$ cat src/hw/rtl/ks2s_pkg.sv
// shared types and constants for the two-sample ks statistic core
package ks2s_pkg;

    localparam int VALUE_W      = 16;
    localparam int COEF_W       = 16;
    localparam int DIST_W       = 17;
    localparam int ERR_W        = 2;
    localparam int Q_FRAC       = 16;
    localparam int QUEUE_DEPTH  = 2;

    localparam logic [COEF_W-1:0] COEF_RESET = 16'd18496;
    localparam int unsigned       COEF_SCALE = 10000;
    localparam logic [DIST_W-1:0] DIST_ONE   = 17'h10000;

    localparam logic [ERR_W-1:0] ERR_OK       = 2'd0;
    localparam logic [ERR_W-1:0] ERR_EMPTY    = 2'd1;
    localparam logic [ERR_W-1:0] ERR_OVERFLOW = 2'd2;

    typedef struct packed {
        logic signed [VALUE_W-1:0] value;
        logic                      is_second;
        logic                      is_last;
    } item_t;

    typedef enum logic [3:0] {
        EV_IDLE,
        EV_CHECK,
        EV_ZRD,
        EV_ZLATCH,
        EV_SCAN,
        EV_GAP,
        EV_MAX,
        EV_MUL1,
        EV_MUL2,
        EV_CMP,
        EV_WAITDIV,
        EV_EMIT
    } eval_state_t;

endpackage

$ cat src/hw/rtl/ks2s_front.sv
// front end: takes input items, tags them and queues them for the back end
module ks2s_front
    import ks2s_pkg::*;
(
    input  logic                      aclk,
    input  logic                      aresetn,
    input  logic                      s_valid,
    output logic                      s_ready,
    input  logic signed [VALUE_W-1:0] s_sample_value,
    input  logic                      s_from_second,
    input  logic                      s_last,
    output logic                      pop_valid,
    input  logic                      pop_ready,
    output item_t                     pop_item
);

    localparam int PTR_W = (QUEUE_DEPTH > 1) ? $clog2(QUEUE_DEPTH) : 1;
    localparam int CNT_W = $clog2(QUEUE_DEPTH + 1);

    item_t              slot_reg [QUEUE_DEPTH];
    logic [PTR_W-1:0]   wr_ptr_reg, wr_ptr_next;
    logic [PTR_W-1:0]   rd_ptr_reg, rd_ptr_next;
    logic [CNT_W-1:0]   fill_reg, fill_next;
    item_t              in_item;
    logic               push, pop;

    // tag the item with its sample and end marker
    always_comb begin
        in_item.value     = s_sample_value;
        in_item.is_second = s_from_second;
        in_item.is_last   = s_last;
    end

    assign s_ready   = (fill_reg != CNT_W'(QUEUE_DEPTH));
    assign pop_valid = (fill_reg != '0);
    assign pop_item  = slot_reg[rd_ptr_reg];
    assign push      = s_valid && s_ready;
    assign pop       = pop_valid && pop_ready;

    always_comb begin
        wr_ptr_next = wr_ptr_reg;
        rd_ptr_next = rd_ptr_reg;
        if (push) begin
            wr_ptr_next = (wr_ptr_reg == PTR_W'(QUEUE_DEPTH - 1)) ? '0 : wr_ptr_reg + 1'b1;
        end
        if (pop) begin
            rd_ptr_next = (rd_ptr_reg == PTR_W'(QUEUE_DEPTH - 1)) ? '0 : rd_ptr_reg + 1'b1;
        end
        fill_next = fill_reg + CNT_W'(push) - CNT_W'(pop);
    end

    always_ff @(posedge aclk) begin
        if (!aresetn) begin
            wr_ptr_reg <= '0;
            rd_ptr_reg <= '0;
            fill_reg   <= '0;
        end else begin
            wr_ptr_reg <= wr_ptr_next;
            rd_ptr_reg <= rd_ptr_next;
            fill_reg   <= fill_next;
        end
    end

    always_ff @(posedge aclk) begin
        if (push) begin
            slot_reg[wr_ptr_reg] <= in_item;
        end
    end

endmodule

$ cat src/hw/rtl/ks2s_div.sv
// radix-2 restoring divider giving floor(dividend * 2^16 / divisor), dividend <= divisor
module ks2s_div
    import ks2s_pkg::*;
#(
    parameter int PW = 12
) (
    input  logic              aclk,
    input  logic              aresetn,
    input  logic              start,
    input  logic [PW-1:0]     dividend,
    input  logic [PW-1:0]     divisor,
    output logic              busy,
    output logic [DIST_W-1:0] quotient
);

    localparam int CNT_W = $clog2(Q_FRAC + 1);

    logic [PW-1:0]     rem_reg, rem_next;
    logic [PW-1:0]     dsr_reg, dsr_next;
    logic [DIST_W-1:0] quo_reg, quo_next;
    logic [CNT_W-1:0]  cnt_reg, cnt_next;
    logic              busy_reg, busy_next;
    logic [PW:0]       shifted, trial;
    logic              fits, top_bit;

    always_comb begin
        shifted   = {rem_reg, 1'b0};
        trial     = shifted - {1'b0, dsr_reg};
        fits      = (shifted >= {1'b0, dsr_reg});
        top_bit   = (dividend >= divisor);
        rem_next  = rem_reg;
        dsr_next  = dsr_reg;
        quo_next  = quo_reg;
        cnt_next  = cnt_reg;
        busy_next = busy_reg;
        if (start) begin
            // integer bit: set when dividend >= divisor, so only when they are equal
            dsr_next  = divisor;
            rem_next  = top_bit ? (dividend - divisor) : dividend;
            quo_next  = {{(DIST_W-1){1'b0}}, top_bit};
            cnt_next  = CNT_W'(Q_FRAC);
            busy_next = 1'b1;
        end else if (busy_reg) begin
            rem_next  = fits ? trial[PW-1:0] : shifted[PW-1:0];
            quo_next  = {quo_reg[DIST_W-2:0], fits};
            cnt_next  = cnt_reg - 1'b1;
            busy_next = (cnt_reg != CNT_W'(1));
        end
    end

    always_ff @(posedge aclk) begin
        if (!aresetn) begin
            busy_reg <= 1'b0;
            cnt_reg  <= '0;
        end else begin
            busy_reg <= busy_next;
            cnt_reg  <= cnt_next;
        end
    end

    always_ff @(posedge aclk) begin
        rem_reg <= rem_next;
        dsr_reg <= dsr_next;
        quo_reg <= quo_next;
    end

    assign busy     = busy_reg;
    assign quotient = quo_reg;

endmodule

$ cat src/hw/rtl/ks2s_eval.sv
// back end: sample stores, ecdf gap search, divide and critical test, result register
module ks2s_eval
    import ks2s_pkg::*;
#(
    parameter int SAMPLE_CAPACITY = 32
) (
    input  logic              aclk,
    input  logic              aresetn,
    input  logic              pop_valid,
    output logic              pop_ready,
    input  item_t             pop_item,
    input  logic [COEF_W-1:0] coef,
    output logic              m_valid,
    input  logic              m_ready,
    output logic [DIST_W-1:0] m_distance_q16,
    output logic              m_reject,
    output logic [ERR_W-1:0]  m_error_code
);

    localparam int CW = $clog2(SAMPLE_CAPACITY + 1);
    localparam int AW = $clog2(SAMPLE_CAPACITY);
    localparam int TW = CW + 1;
    localparam int PW = 2 * CW;
    localparam int SW = 2 * PW;
    localparam int KW = COEF_W + TW;
    localparam int LW = 2 * PW + COEF_W;

    logic signed [VALUE_W-1:0] first_mem  [SAMPLE_CAPACITY];
    logic signed [VALUE_W-1:0] second_mem [SAMPLE_CAPACITY];

    eval_state_t state_reg, state_next;
    logic [CW-1:0] n1_reg, n2_reg;
    logic          ovf_reg;
    logic          m_valid_reg;

    logic signed [VALUE_W-1:0] rd1_reg, rd2_reg, z_reg;
    logic [TW-1:0]     j_reg;
    logic [CW-1:0]     i_reg, c1_reg, c2_reg;
    logic [PW-1:0]     a_reg, b_reg, best_reg, prod_reg;
    logic [SW-1:0]     sq_reg;
    logic [KW-1:0]     t_reg;
    logic [LW-1:0]     lhs_reg, rhs_reg;
    logic [DIST_W-1:0] res_dist_reg, m_dist_reg;
    logic              res_rej_reg, m_rej_reg;
    logic [ERR_W-1:0]  res_err_reg, m_err_reg;

    logic [AW-1:0]     rd_addr1, rd_addr2;
    logic              pop_fire, wr1, wr2, emit_load, div_start, div_busy;
    logic              n1_full, n2_full, j_first;
    logic [TW-1:0]     total, last_j, j_off;
    logic [CW-1:0]     max_n;
    logic [PW-1:0]     diff;
    logic [DIST_W-1:0] div_quo;

    assign n1_full  = (n1_reg == CW'(SAMPLE_CAPACITY));
    assign n2_full  = (n2_reg == CW'(SAMPLE_CAPACITY));
    assign pop_fire = pop_valid && pop_ready;
    assign wr1      = pop_fire && !pop_item.is_second && !n1_full;
    assign wr2      = pop_fire && pop_item.is_second && !n2_full;
    assign total    = TW'(n1_reg) + TW'(n2_reg);
    assign last_j   = total - 1'b1;
    assign j_off    = j_reg - TW'(n1_reg);
    assign j_first  = (j_reg < TW'(n1_reg));
    assign max_n    = (n1_reg > n2_reg) ? n1_reg : n2_reg;
    assign diff     = (a_reg >= b_reg) ? (a_reg - b_reg) : (b_reg - a_reg);

    ks2s_div #(
        .PW (PW)
    ) u_div (
        .aclk     (aclk),
        .aresetn  (aresetn),
        .start    (div_start),
        .dividend (best_reg),
        .divisor  (prod_reg),
        .busy     (div_busy),
        .quotient (div_quo)
    );

    // next state
    always_comb begin
        state_next = state_reg;
        case (state_reg)
            EV_IDLE: begin
                if (pop_fire && pop_item.is_last) state_next = EV_CHECK;
            end
            EV_CHECK: begin
                if (ovf_reg || n1_reg == '0 || n2_reg == '0) state_next = EV_EMIT;
                else state_next = EV_ZRD;
            end
            EV_ZRD:    state_next = EV_ZLATCH;
            EV_ZLATCH: state_next = EV_SCAN;
            EV_SCAN: begin
                if (i_reg == max_n) state_next = EV_GAP;
            end
            EV_GAP: state_next = EV_MAX;
            EV_MAX: begin
                if (j_reg == last_j) state_next = EV_MUL1;
                else state_next = EV_ZRD;
            end
            EV_MUL1: state_next = EV_MUL2;
            EV_MUL2: state_next = EV_CMP;
            EV_CMP:  state_next = EV_WAITDIV;
            EV_WAITDIV: begin
                if (!div_busy) state_next = EV_EMIT;
            end
            EV_EMIT: begin
                if (emit_load) state_next = EV_IDLE;
            end
            default: state_next = EV_IDLE;
        endcase
    end

    // state outputs
    always_comb begin
        pop_ready = 1'b0;
        div_start = 1'b0;
        emit_load = 1'b0;
        rd_addr1  = i_reg[AW-1:0];
        rd_addr2  = i_reg[AW-1:0];
        case (state_reg)
            EV_IDLE: pop_ready = 1'b1;
            EV_ZRD: begin
                rd_addr1 = j_reg[AW-1:0];
                rd_addr2 = j_off[AW-1:0];
            end
            EV_MUL1: div_start = 1'b1;
            EV_EMIT: emit_load = !m_valid_reg || m_ready;
            default: ;
        endcase
    end

    always_ff @(posedge aclk) begin
        if (!aresetn) begin
            state_reg   <= EV_IDLE;
            n1_reg      <= '0;
            n2_reg      <= '0;
            ovf_reg     <= 1'b0;
            m_valid_reg <= 1'b0;
        end else begin
            state_reg <= state_next;
            if (pop_fire) begin
                if (pop_item.is_second) begin
                    if (n2_full) ovf_reg <= 1'b1;
                    else n2_reg <= n2_reg + 1'b1;
                end else begin
                    if (n1_full) ovf_reg <= 1'b1;
                    else n1_reg <= n1_reg + 1'b1;
                end
            end
            if (emit_load) begin
                n1_reg      <= '0;
                n2_reg      <= '0;
                ovf_reg     <= 1'b0;
                m_valid_reg <= 1'b1;
            end else if (m_ready) begin
                m_valid_reg <= 1'b0;
            end
        end
    end

    // sample stores
    always_ff @(posedge aclk) begin
        if (wr1) first_mem[n1_reg[AW-1:0]] <= pop_item.value;
        if (wr2) second_mem[n2_reg[AW-1:0]] <= pop_item.value;
        rd1_reg <= first_mem[rd_addr1];
        rd2_reg <= second_mem[rd_addr2];
    end

    // evaluation datapath
    always_ff @(posedge aclk) begin
        case (state_reg)
            EV_CHECK: begin
                j_reg        <= '0;
                best_reg     <= '0;
                prod_reg     <= PW'(n1_reg) * PW'(n2_reg);
                res_dist_reg <= '0;
                res_rej_reg  <= 1'b0;
                res_err_reg  <= ovf_reg ? ERR_OVERFLOW : ERR_EMPTY;
            end
            EV_ZRD: begin
                i_reg  <= '0;
                c1_reg <= '0;
                c2_reg <= '0;
            end
            EV_ZLATCH: z_reg <= j_first ? rd1_reg : rd2_reg;
            EV_SCAN: begin
                // read data is registered, so it belongs to the previous address
                i_reg <= i_reg + 1'b1;
                if (i_reg != '0) begin
                    if (i_reg <= n1_reg && rd1_reg <= z_reg) c1_reg <= c1_reg + 1'b1;
                    if (i_reg <= n2_reg && rd2_reg <= z_reg) c2_reg <= c2_reg + 1'b1;
                end
            end
            EV_GAP: begin
                a_reg <= PW'(c1_reg) * PW'(n2_reg);
                b_reg <= PW'(c2_reg) * PW'(n1_reg);
            end
            EV_MAX: begin
                if (diff > best_reg) best_reg <= diff;
                j_reg <= j_reg + 1'b1;
            end
            EV_MUL1: begin
                sq_reg <= SW'(best_reg) * SW'(best_reg);
                t_reg  <= KW'(coef) * KW'(total);
            end
            EV_MUL2: begin
                lhs_reg <= LW'(sq_reg) * LW'(COEF_SCALE);
                rhs_reg <= LW'(t_reg) * LW'(prod_reg);
            end
            EV_CMP: res_rej_reg <= (lhs_reg > rhs_reg);
            EV_WAITDIV: begin
                if (!div_busy) begin
                    res_dist_reg <= div_quo;
                    res_err_reg  <= ERR_OK;
                end
            end
            default: ;
        endcase
        if (emit_load) begin
            m_dist_reg <= res_dist_reg;
            m_rej_reg  <= res_rej_reg;
            m_err_reg  <= res_err_reg;
        end
    end

    assign m_valid        = m_valid_reg;
    assign m_distance_q16 = m_dist_reg;
    assign m_reject       = m_rej_reg;
    assign m_error_code   = m_err_reg;

endmodule

$ cat src/hw/rtl/two_sample_ks_statistic_core.sv
// top level of the two-sample kolmogorov-smirnov statistic core
//
//  channel  | direction | handshake          | content
//  ---------+-----------+--------------------+------------------------------------------
//  s_       | in        | s_valid / s_ready  | sample_value, from_second, last
//  m_       | out       | m_valid / m_ready  | distance_q16, reject, error_code
//  cfg_     | in        | cfg_wr_en          | cfg_wr_data = critical_coef_sq
//
//  loading: one item per cycle while no evaluation runs; a two-entry queue feeds the back end
//  evaluation after the last item is paced by the single read port on each sample store
//  (one stored value from each store compared per cycle)
//  the serial divider (17 steps) overlaps the critical-value products
//  reset is synchronous and active low; it empties the queue, counts and result register
//  the result register holds until m_ready, while the queue keeps taking items
module two_sample_ks_statistic_core
    import ks2s_pkg::*;
#(
    parameter int SAMPLE_CAPACITY = 32
) (
    input  logic                      aclk,
    input  logic                      aresetn,
    input  logic                      s_valid,
    output logic                      s_ready,
    input  logic signed [VALUE_W-1:0] s_sample_value,
    input  logic                      s_from_second,
    input  logic                      s_last,
    output logic                      m_valid,
    input  logic                      m_ready,
    output logic [DIST_W-1:0]         m_distance_q16,
    output logic                      m_reject,
    output logic [ERR_W-1:0]          m_error_code,
    input  logic                      cfg_wr_en,
    input  logic [COEF_W-1:0]         cfg_wr_data
);

    // critical coefficient squared, in units of 1/10000
    logic [COEF_W-1:0] coef_reg;

    // queued item between front and back
    logic  q_valid, q_ready;
    item_t q_item;

    always_ff @(posedge aclk) begin
        if (!aresetn) begin
            coef_reg <= COEF_RESET;
        end else if (cfg_wr_en) begin
            coef_reg <= cfg_wr_data;
        end
    end

    // front: takes items and tags them by sample
    ks2s_front u_front (
        .aclk           (aclk),
        .aresetn        (aresetn),
        .s_valid        (s_valid),
        .s_ready        (s_ready),
        .s_sample_value (s_sample_value),
        .s_from_second  (s_from_second),
        .s_last         (s_last),
        .pop_valid      (q_valid),
        .pop_ready      (q_ready),
        .pop_item       (q_item)
    );

    // back: stores samples, searches the largest ecdf gap, divides and tests
    ks2s_eval #(
        .SAMPLE_CAPACITY (SAMPLE_CAPACITY)
    ) u_eval (
        .aclk           (aclk),
        .aresetn        (aresetn),
        .pop_valid      (q_valid),
        .pop_ready      (q_ready),
        .pop_item       (q_item),
        .coef           (coef_reg),
        .m_valid        (m_valid),
        .m_ready        (m_ready),
        .m_distance_q16 (m_distance_q16),
        .m_reject       (m_reject),
        .m_error_code   (m_error_code)
    );

`ifndef SYNTH
    // an error result carries no distance and no rejection
    a_err_clean: assert property (@(posedge aclk) disable iff (!aresetn)
        (m_valid && (m_error_code != ERR_OK)) |-> ((m_distance_q16 == '0) && !m_reject))
        else $error("error result with nonzero distance or reject");

    // the statistic never exceeds one
    a_dist_range: assert property (@(posedge aclk) disable iff (!aresetn)
        (m_valid && (m_error_code == ERR_OK)) |-> (m_distance_q16 <= DIST_ONE))
        else $error("distance above 1.0");

    // reset drops any pending result
    a_reset_clear: assert property (@(posedge aclk)
        !aresetn |=> !m_valid)
        else $error("result valid after reset");
`endif

endmodule

$ cat config.mk
export PLATFORM = sky130hd
export DESIGN_NAME = two_sample_ks_statistic_core
export DESIGN_NICKNAME = d
export VERILOG_FILES = /design/src/hw/rtl/ks2s_pkg.sv /design/src/hw/rtl/ks2s_front.sv /design/src/hw/rtl/ks2s_div.sv /design/src/hw/rtl/ks2s_eval.sv /design/src/hw/rtl/two_sample_ks_statistic_core.sv
export SDC_FILE = /design/constraint.sdc
export NUM_CORES = 2
export LEC_CHECK = 0
export ABC_AREA = 1
export BUFFER_PORTS_ARGS = -buffer_cell sky130_fd_sc_hd__buf_2
export CAP_MARGIN = 20
export CORE_ASPECT_RATIO = 0.7
export CORE_MARGIN = 8
export CORE_UTILIZATION = 30
export CTS_CLUSTER_DIAMETER = 40
export DETAILED_ROUTE_END_ITERATION = 12
export SYNTH_ARGS = -nofsm -noshare
export SYNTH_HDL_FRONTEND = slang
export SYNTH_SLANG_ARGS = --single-unit
$ cat constraint.sdc
create_clock -name aclk -period 7.65 [get_ports aclk]
set_input_delay 0.3825 -clock aclk [delete_from_list [all_inputs] [get_ports aclk]]
set_output_delay 0.3825 -clock aclk [all_outputs]
set_load 0.01 [all_outputs]
# Word-level counts from Yosys, hierarchy flattened
# Memories as Yosys holds them, arrays and structs flattened. A register that Yosys moved wholly into a read port is not among the register bits.
# Index checks and enable logic that the tools add are counted.
# op_classes
mux	56
bitwise_logic	4
reduce_logical	38
n_lt_le_gt_ge	11
addsub	18
shift	0
n_eq_ne	26
div	0
n_mul	7
# op_table
operator	count
two-way mux 12 bit	6
case mux 4 bit (12 select lines)	1
subtractor 12 bit	4
greater-than comparator 38 x 35 -> 1 bit	1
multiplier 6 x 6 -> 12 bit	3
case mux 6 bit (2 select lines)	3
multiplier 23 x 12 -> 35 bit	1
multiplier 24 x 10 -> 34 bit (second input constant)	1
case mux 17 bit (2 select lines)	1
less-or-equal comparator 16 bit	2
adder 6 x 1 -> 6 bit (second input constant)	5
two-way mux 6 bit	5
greater-or-equal comparator 12 bit	2
multiplier 12 x 12 -> 24 bit	1
case mux 12 bit (2 select lines)	1
multiplier 16 x 7 -> 23 bit	1
two-way mux 1 bit	22
two-way mux 4 bit	5
two-way mux 5 bit	4
two-way mux 17 bit	1
== test 4 x 3 -> 1 bit (second input constant)	4
== test 4 bit (second input constant)	4
two-way mux 16 bit	1
nonzero test 2 bit	8
37 further kinds	73
# totals
regBits	330
output_inout_bits	22
ramBits	1060
n_memories	3
inputBits	39
rom_bits	0
latch_bits	0
# mem_list
memory	depth	word_bits	read_ports	rd_clocked_by_memory_dff	write_ports	line_no	text
u_eval.first_mem	32	16	1	1	1	ks2s_eval.sv:28	logic signed [VALUE_W-1:0] first_mem [SAMPLE_CAPACITY];
u_eval.second_mem	32	16	1	1	1	ks2s_eval.sv:29	logic signed [VALUE_W-1:0] second_mem [SAMPLE_CAPACITY];
u_front.slot_reg	2	18	1	1	1	ks2s_front.sv:20	item_t slot_reg [QUEUE_DEPTH];

# Depth between registers and ports, before layout
# logic_depth
depth_word	7
ltp_mapped	28

# Modules after synthesis
# From an unflattened synthesis, not the netlist that was laid out.
# unflattened
hier_cells	7930
area_unflattened_um2	83624.0
# modules_own_cells
mod	n_inst	area_per_inst_um2	cells_per_inst	seq_area_each_um2
ks2s_eval	1	77697.0	7197	39047.4
ks2s_div	1	3673.5	545	1191.1
ks2s_front	1	1587.8	92	1181.1
two_sample_ks_statistic_core	1	665.6	96	320.3

# Least setup slack after synthesis
# No wires, ideal clock.
# synth_timing
path_type	register to register
startpoint	register u_eval.n2_reg[2]
endpoint	register u_eval.t_reg[19] (data pin)
path_buffers	2
stages_incl_launch_ff	28
t_arrival_ns	5.656
setup_ns	0.259
required_time_ns	7.391
slack_ns	1.735
synth_period_minus_slack_ns	5.915
cell_sequence	dfxtp_1 clkbuf_1 inv_1 ha_1 inv_1 a21oi_1 nand3_1 nand2_1 clkbuf_1 nor2_1 fa_1 inv_1 fa_1 inv_1 fa_1 inv_1 fa_1 inv_1 ha_1 inv_1 o21bai_1 a21oi_1 o21ai_0 a21oi_1 o21bai_1 nand3_1 nand2_1 xor2_1
# synth_between
elab_chain_len	2
# synth_rtl
element	line_no	text
start: declaration	ks2s_eval.sv:32	logic [CW-1:0] n1_reg, n2_reg;
start signal: assignment	ks2s_eval.sv:144	else n2_reg <= n2_reg + 1'b1;
adder 6 x 6 -> 7 bit	ks2s_eval.sv:60	assign total = TW'(n1_reg) + TW'(n2_reg);
multiplier 16 x 7 -> 23 bit	ks2s_eval.sv:204	t_reg <= KW'(coef) * KW'(total);
end signal: assignment	ks2s_eval.sv:204	
end: declaration	ks2s_eval.sv:41	logic [KW-1:0] t_reg;
# No other way between the ends.
# A chain may end at the register's enable or synchronous reset.

# Worst setup path after layout
# layout_timing
startpoint	register u_eval.n1_reg[2]
endpoint	register u_eval.t_reg[19] (data pin)
# layout_between
elab_chain_len	2
# layout_rtl
element	line_no	text
start: declaration	ks2s_eval.sv:32	
start signal: assignment	ks2s_eval.sv:147	else n1_reg <= n1_reg + 1'b1;
adder 6 x 6 -> 7 bit	ks2s_eval.sv:60	
multiplier 16 x 7 -> 23 bit	ks2s_eval.sv:204	
# No other way between the ends.

==> impl_results.md <==
* Status: finished, final reports clean
* Fillcell total at between 20k and 30k
* Synth warn at 0
* Post-layout util at around 35%
* Max Transition Viols Final at 0
* Commonest non-fill, non-tap cell in the layout: edfxtp_1
* DR vias/cell at 4.95
* DR WL met2 at 99300 µm
* Slowest CP cell: dfxtp_1
* Number of distinct library cells after synthesis at between 60 and 70
* Post-CTS Repair Setup Buffers at 0
* Seq/Total Area, Yosys at between 50% and 60%
* Final instance area at about 0.095 mm²
* Die W at between 600 and 700 µm
* FF+latch count, synth at 1421
* Overall Power at ~35000 µW
* Top_reg_cell synth: edfxtp_1
* Worst Clk Skew at ~0.12 ns
* Switching pwr at about 14000 µW
* Crit path DAT at about 7 ns
* CP max stage delay at roughly 0.66 ns
* DR WL met3 at roughly 19000 µm
* Synth Area per Inst at around 11 µm²
* Largest net degree at the start of global routing at approximately 180
* Num Clock Sinks at roughly 1.4k
* Hold Slack at between 0.02 and 0.03 ns
* H-tree depth at 4
* CP dominant cell by count: inv_1
* Clock share of power at 26.9%
* Worst vdd ir at between 0.6 and 0.7 mV
* Port bufs at 60
* CP endpoint kind: flop
* Vias at around 58k
* Worst Setup Start Kind: flop
* Root Buffer: clkbuf_16
* Worst-Margin Slew at approximately 1.2 ns
* Sw Ratio at 40.6%
* P_leak at a little under 0.04 µW
* Share of layout cells above drive strength 1 at 8.93%
* Chip height at roughly 460 µm
* Hpwl dp at between 150000 and 200000 µm
* Pwr/cell area at between 300 and 400 mW/mm²
* CTS max path bufs at 4
* CTS Buf Count at 210
* Wire length per cell at 19.7 µm
* Clk slew on worst S/H paths at 0.05 ns
* Skew-Pair Late Insertion Delay at 0.88 ns
* Initial antenna violation count at 13
* Critical path type: flop to flop
* Final nets at approximately 9k
* Slew HR at a little over a fifth
* TritonCTS clock tree: done
* Int Power at ~21000 µW
* Initial drt markers at approximately 6k
* Crit path time final at about 6.4 ns
* Number of max-cap violations at 0
* Routability cong. at ~0.89
* Setup Viol. Count Final at 0
* All-Layer GR Usage at between 10% and 20%
* Routed length on met1 at ~110000 µm
* Fin. Hold Viols at 0
* Die ar. at between 0.2 and 0.3 mm²
* IO Count at 61
* Initial core utilization at 30.2%
* Routed Antenna Nets at 0
* Vias in the first global route at 58.4k
* Setup_tns at 0 ns
* FP Rows at approximately 160
* Critical Path RT at approximately 8 ns
* Syn Inst Count at between 7k and 8k
* Max Clock Freq at 155 MHz
* Commonest cells after routing, fill and taps aside: edfxtp_1 (1328), inv_1 (1140), nand2_1 (1028), nor2_1 (849), ha_1 (496)
* Area of the core at 0.276 mm²
* CP max FO at 17
* Final WL at about 230000 µm
* Top layer reached by signal wires: met4
* Fraction of registers with async set/reset at 0%
* Sequential share of power at slightly below 30%
* Area Growth Syn to Fin at 14.3%
* HP Class: primary input to flop
* Dpl cell area at 0.0878 mm²
* RSZ-0062 raised after global routing: no
* Fin crit share at ~84%
* Gr ovfl total at 0
* DR pass1 iterations at 6
* Logic pwr share at a little over two fifths
* First-pass GRT wire length at ~350000 µm
* DRC errors left at 0
* Cell Area, Synth at ~0.083 mm²
* Number of enable flip-flop cells after synthesis at around 1.3k
-- power groups by stage --
stage	sequential [µW]	clock (µW)	combinational (µW)
2_1_floorplan	10400	0	10600
3_3_place_gp	10600	0	14800
3_5_place_dp	10600	0	15000
4_1_cts	10400	9640	15100
5_1_grt	10400	9960	17200
6_report	10400	9460	15300
-- final timing paths --
path,start,end,slack [ns],cells past startpoint
setup reg to reg,u_eval.n1_reg[2],u_eval.t_reg[19],1.22,26
hold reg to reg,u_eval.res_dist_reg[6],u_eval.m_distance_q16[6],0.41,0
hold / removal,cfg_wr_data[1],coef_reg[1],0.03,3
setup / recovery,u_eval.n1_reg[2],u_eval.t_reg[19],1.22,26
-- Yosys cell counts (93+ instances only) --
library cell	instances	area share (%)
a21oi_1	276	1.7
ha_1	496	7.5
dfxtp_1	93	2.2
nor2_1	861	3.9
nand3_1	276	1.7
clkbuf_1	188	0.85
o211ai_1	99	0.89
o311ai_1	118	1.2
nand2_1	1029	4.6
xor2_1	118	1.2
buf_2	106	0.64
fa_1	471	11
o221ai_1	130	1.4
edfxtp_1	1328	48
o21ai_0	367	2.2
inv_1	1141	5.1
-- per-stage QoR --
| step | setup slack, ns | std cells |
|---|---|---|
| final | 1.22 | 11700 |
| after global routing | 0.840 | 11700 |
| after CTS | 1.34 | 11700 |
| after detailed placement | 1.36 | 11300 |
| after global placement | 1.30 | 11200 |
| after floorplan | 1.73 | 7723 |
-- layout make-up --
class                      instances  area, µm²  share of cell area, %
sequential                      1421      41700                   43.9
inverter                        1159       4370                   4.59
clock inverter                   150       1440                   1.51
tap                             3667       4590                   4.82
timing repair buffer             234       1890                   1.98
antenna                            4       10.0                 0.0105
clock buffer                     234       5480                   5.76
multi-input combinational       4808      35700                   37.5
-- worst max-delay path, delay by kind of cell (launching register included) --
kind            cells  cell delay [ns]
fa+ha+maj           6             2.76
compound gates      5             1.21
buf+inv             7             0.80
simple gates        7             0.69
flops               1             0.66
xor+xnor            1             0.07
-- what timing repair did --
| action | CTS | global route |
|---|---|---|
| hold buffers | 28 | 0 |
| gates resized for setup | 0 | 0 |
| hold endpoints to repair | 44 | 0 |
-- kinds of logic after synthesis --
family	Yosys count	synth area share (%)
flops	1421	50.1
simple gates	2450	12.4
xor+xnor	166	1.75
fa+ha+maj	967	18.8
mux	32	0.433
other cells	1	0.00451
buf+inv	1494	7.16
compound gates	1191	9.35
-- per-layer routing --
metal | up-vias | global-route usage (%)
li1 | 26400 | -
met1 | 28900 | 22.5
met2 | 2162 | 23.0
met3 | 304 | 2.94
met4 | 0 | 3.37
met5 | - | 0
Power figures use the tool's default switching activity.
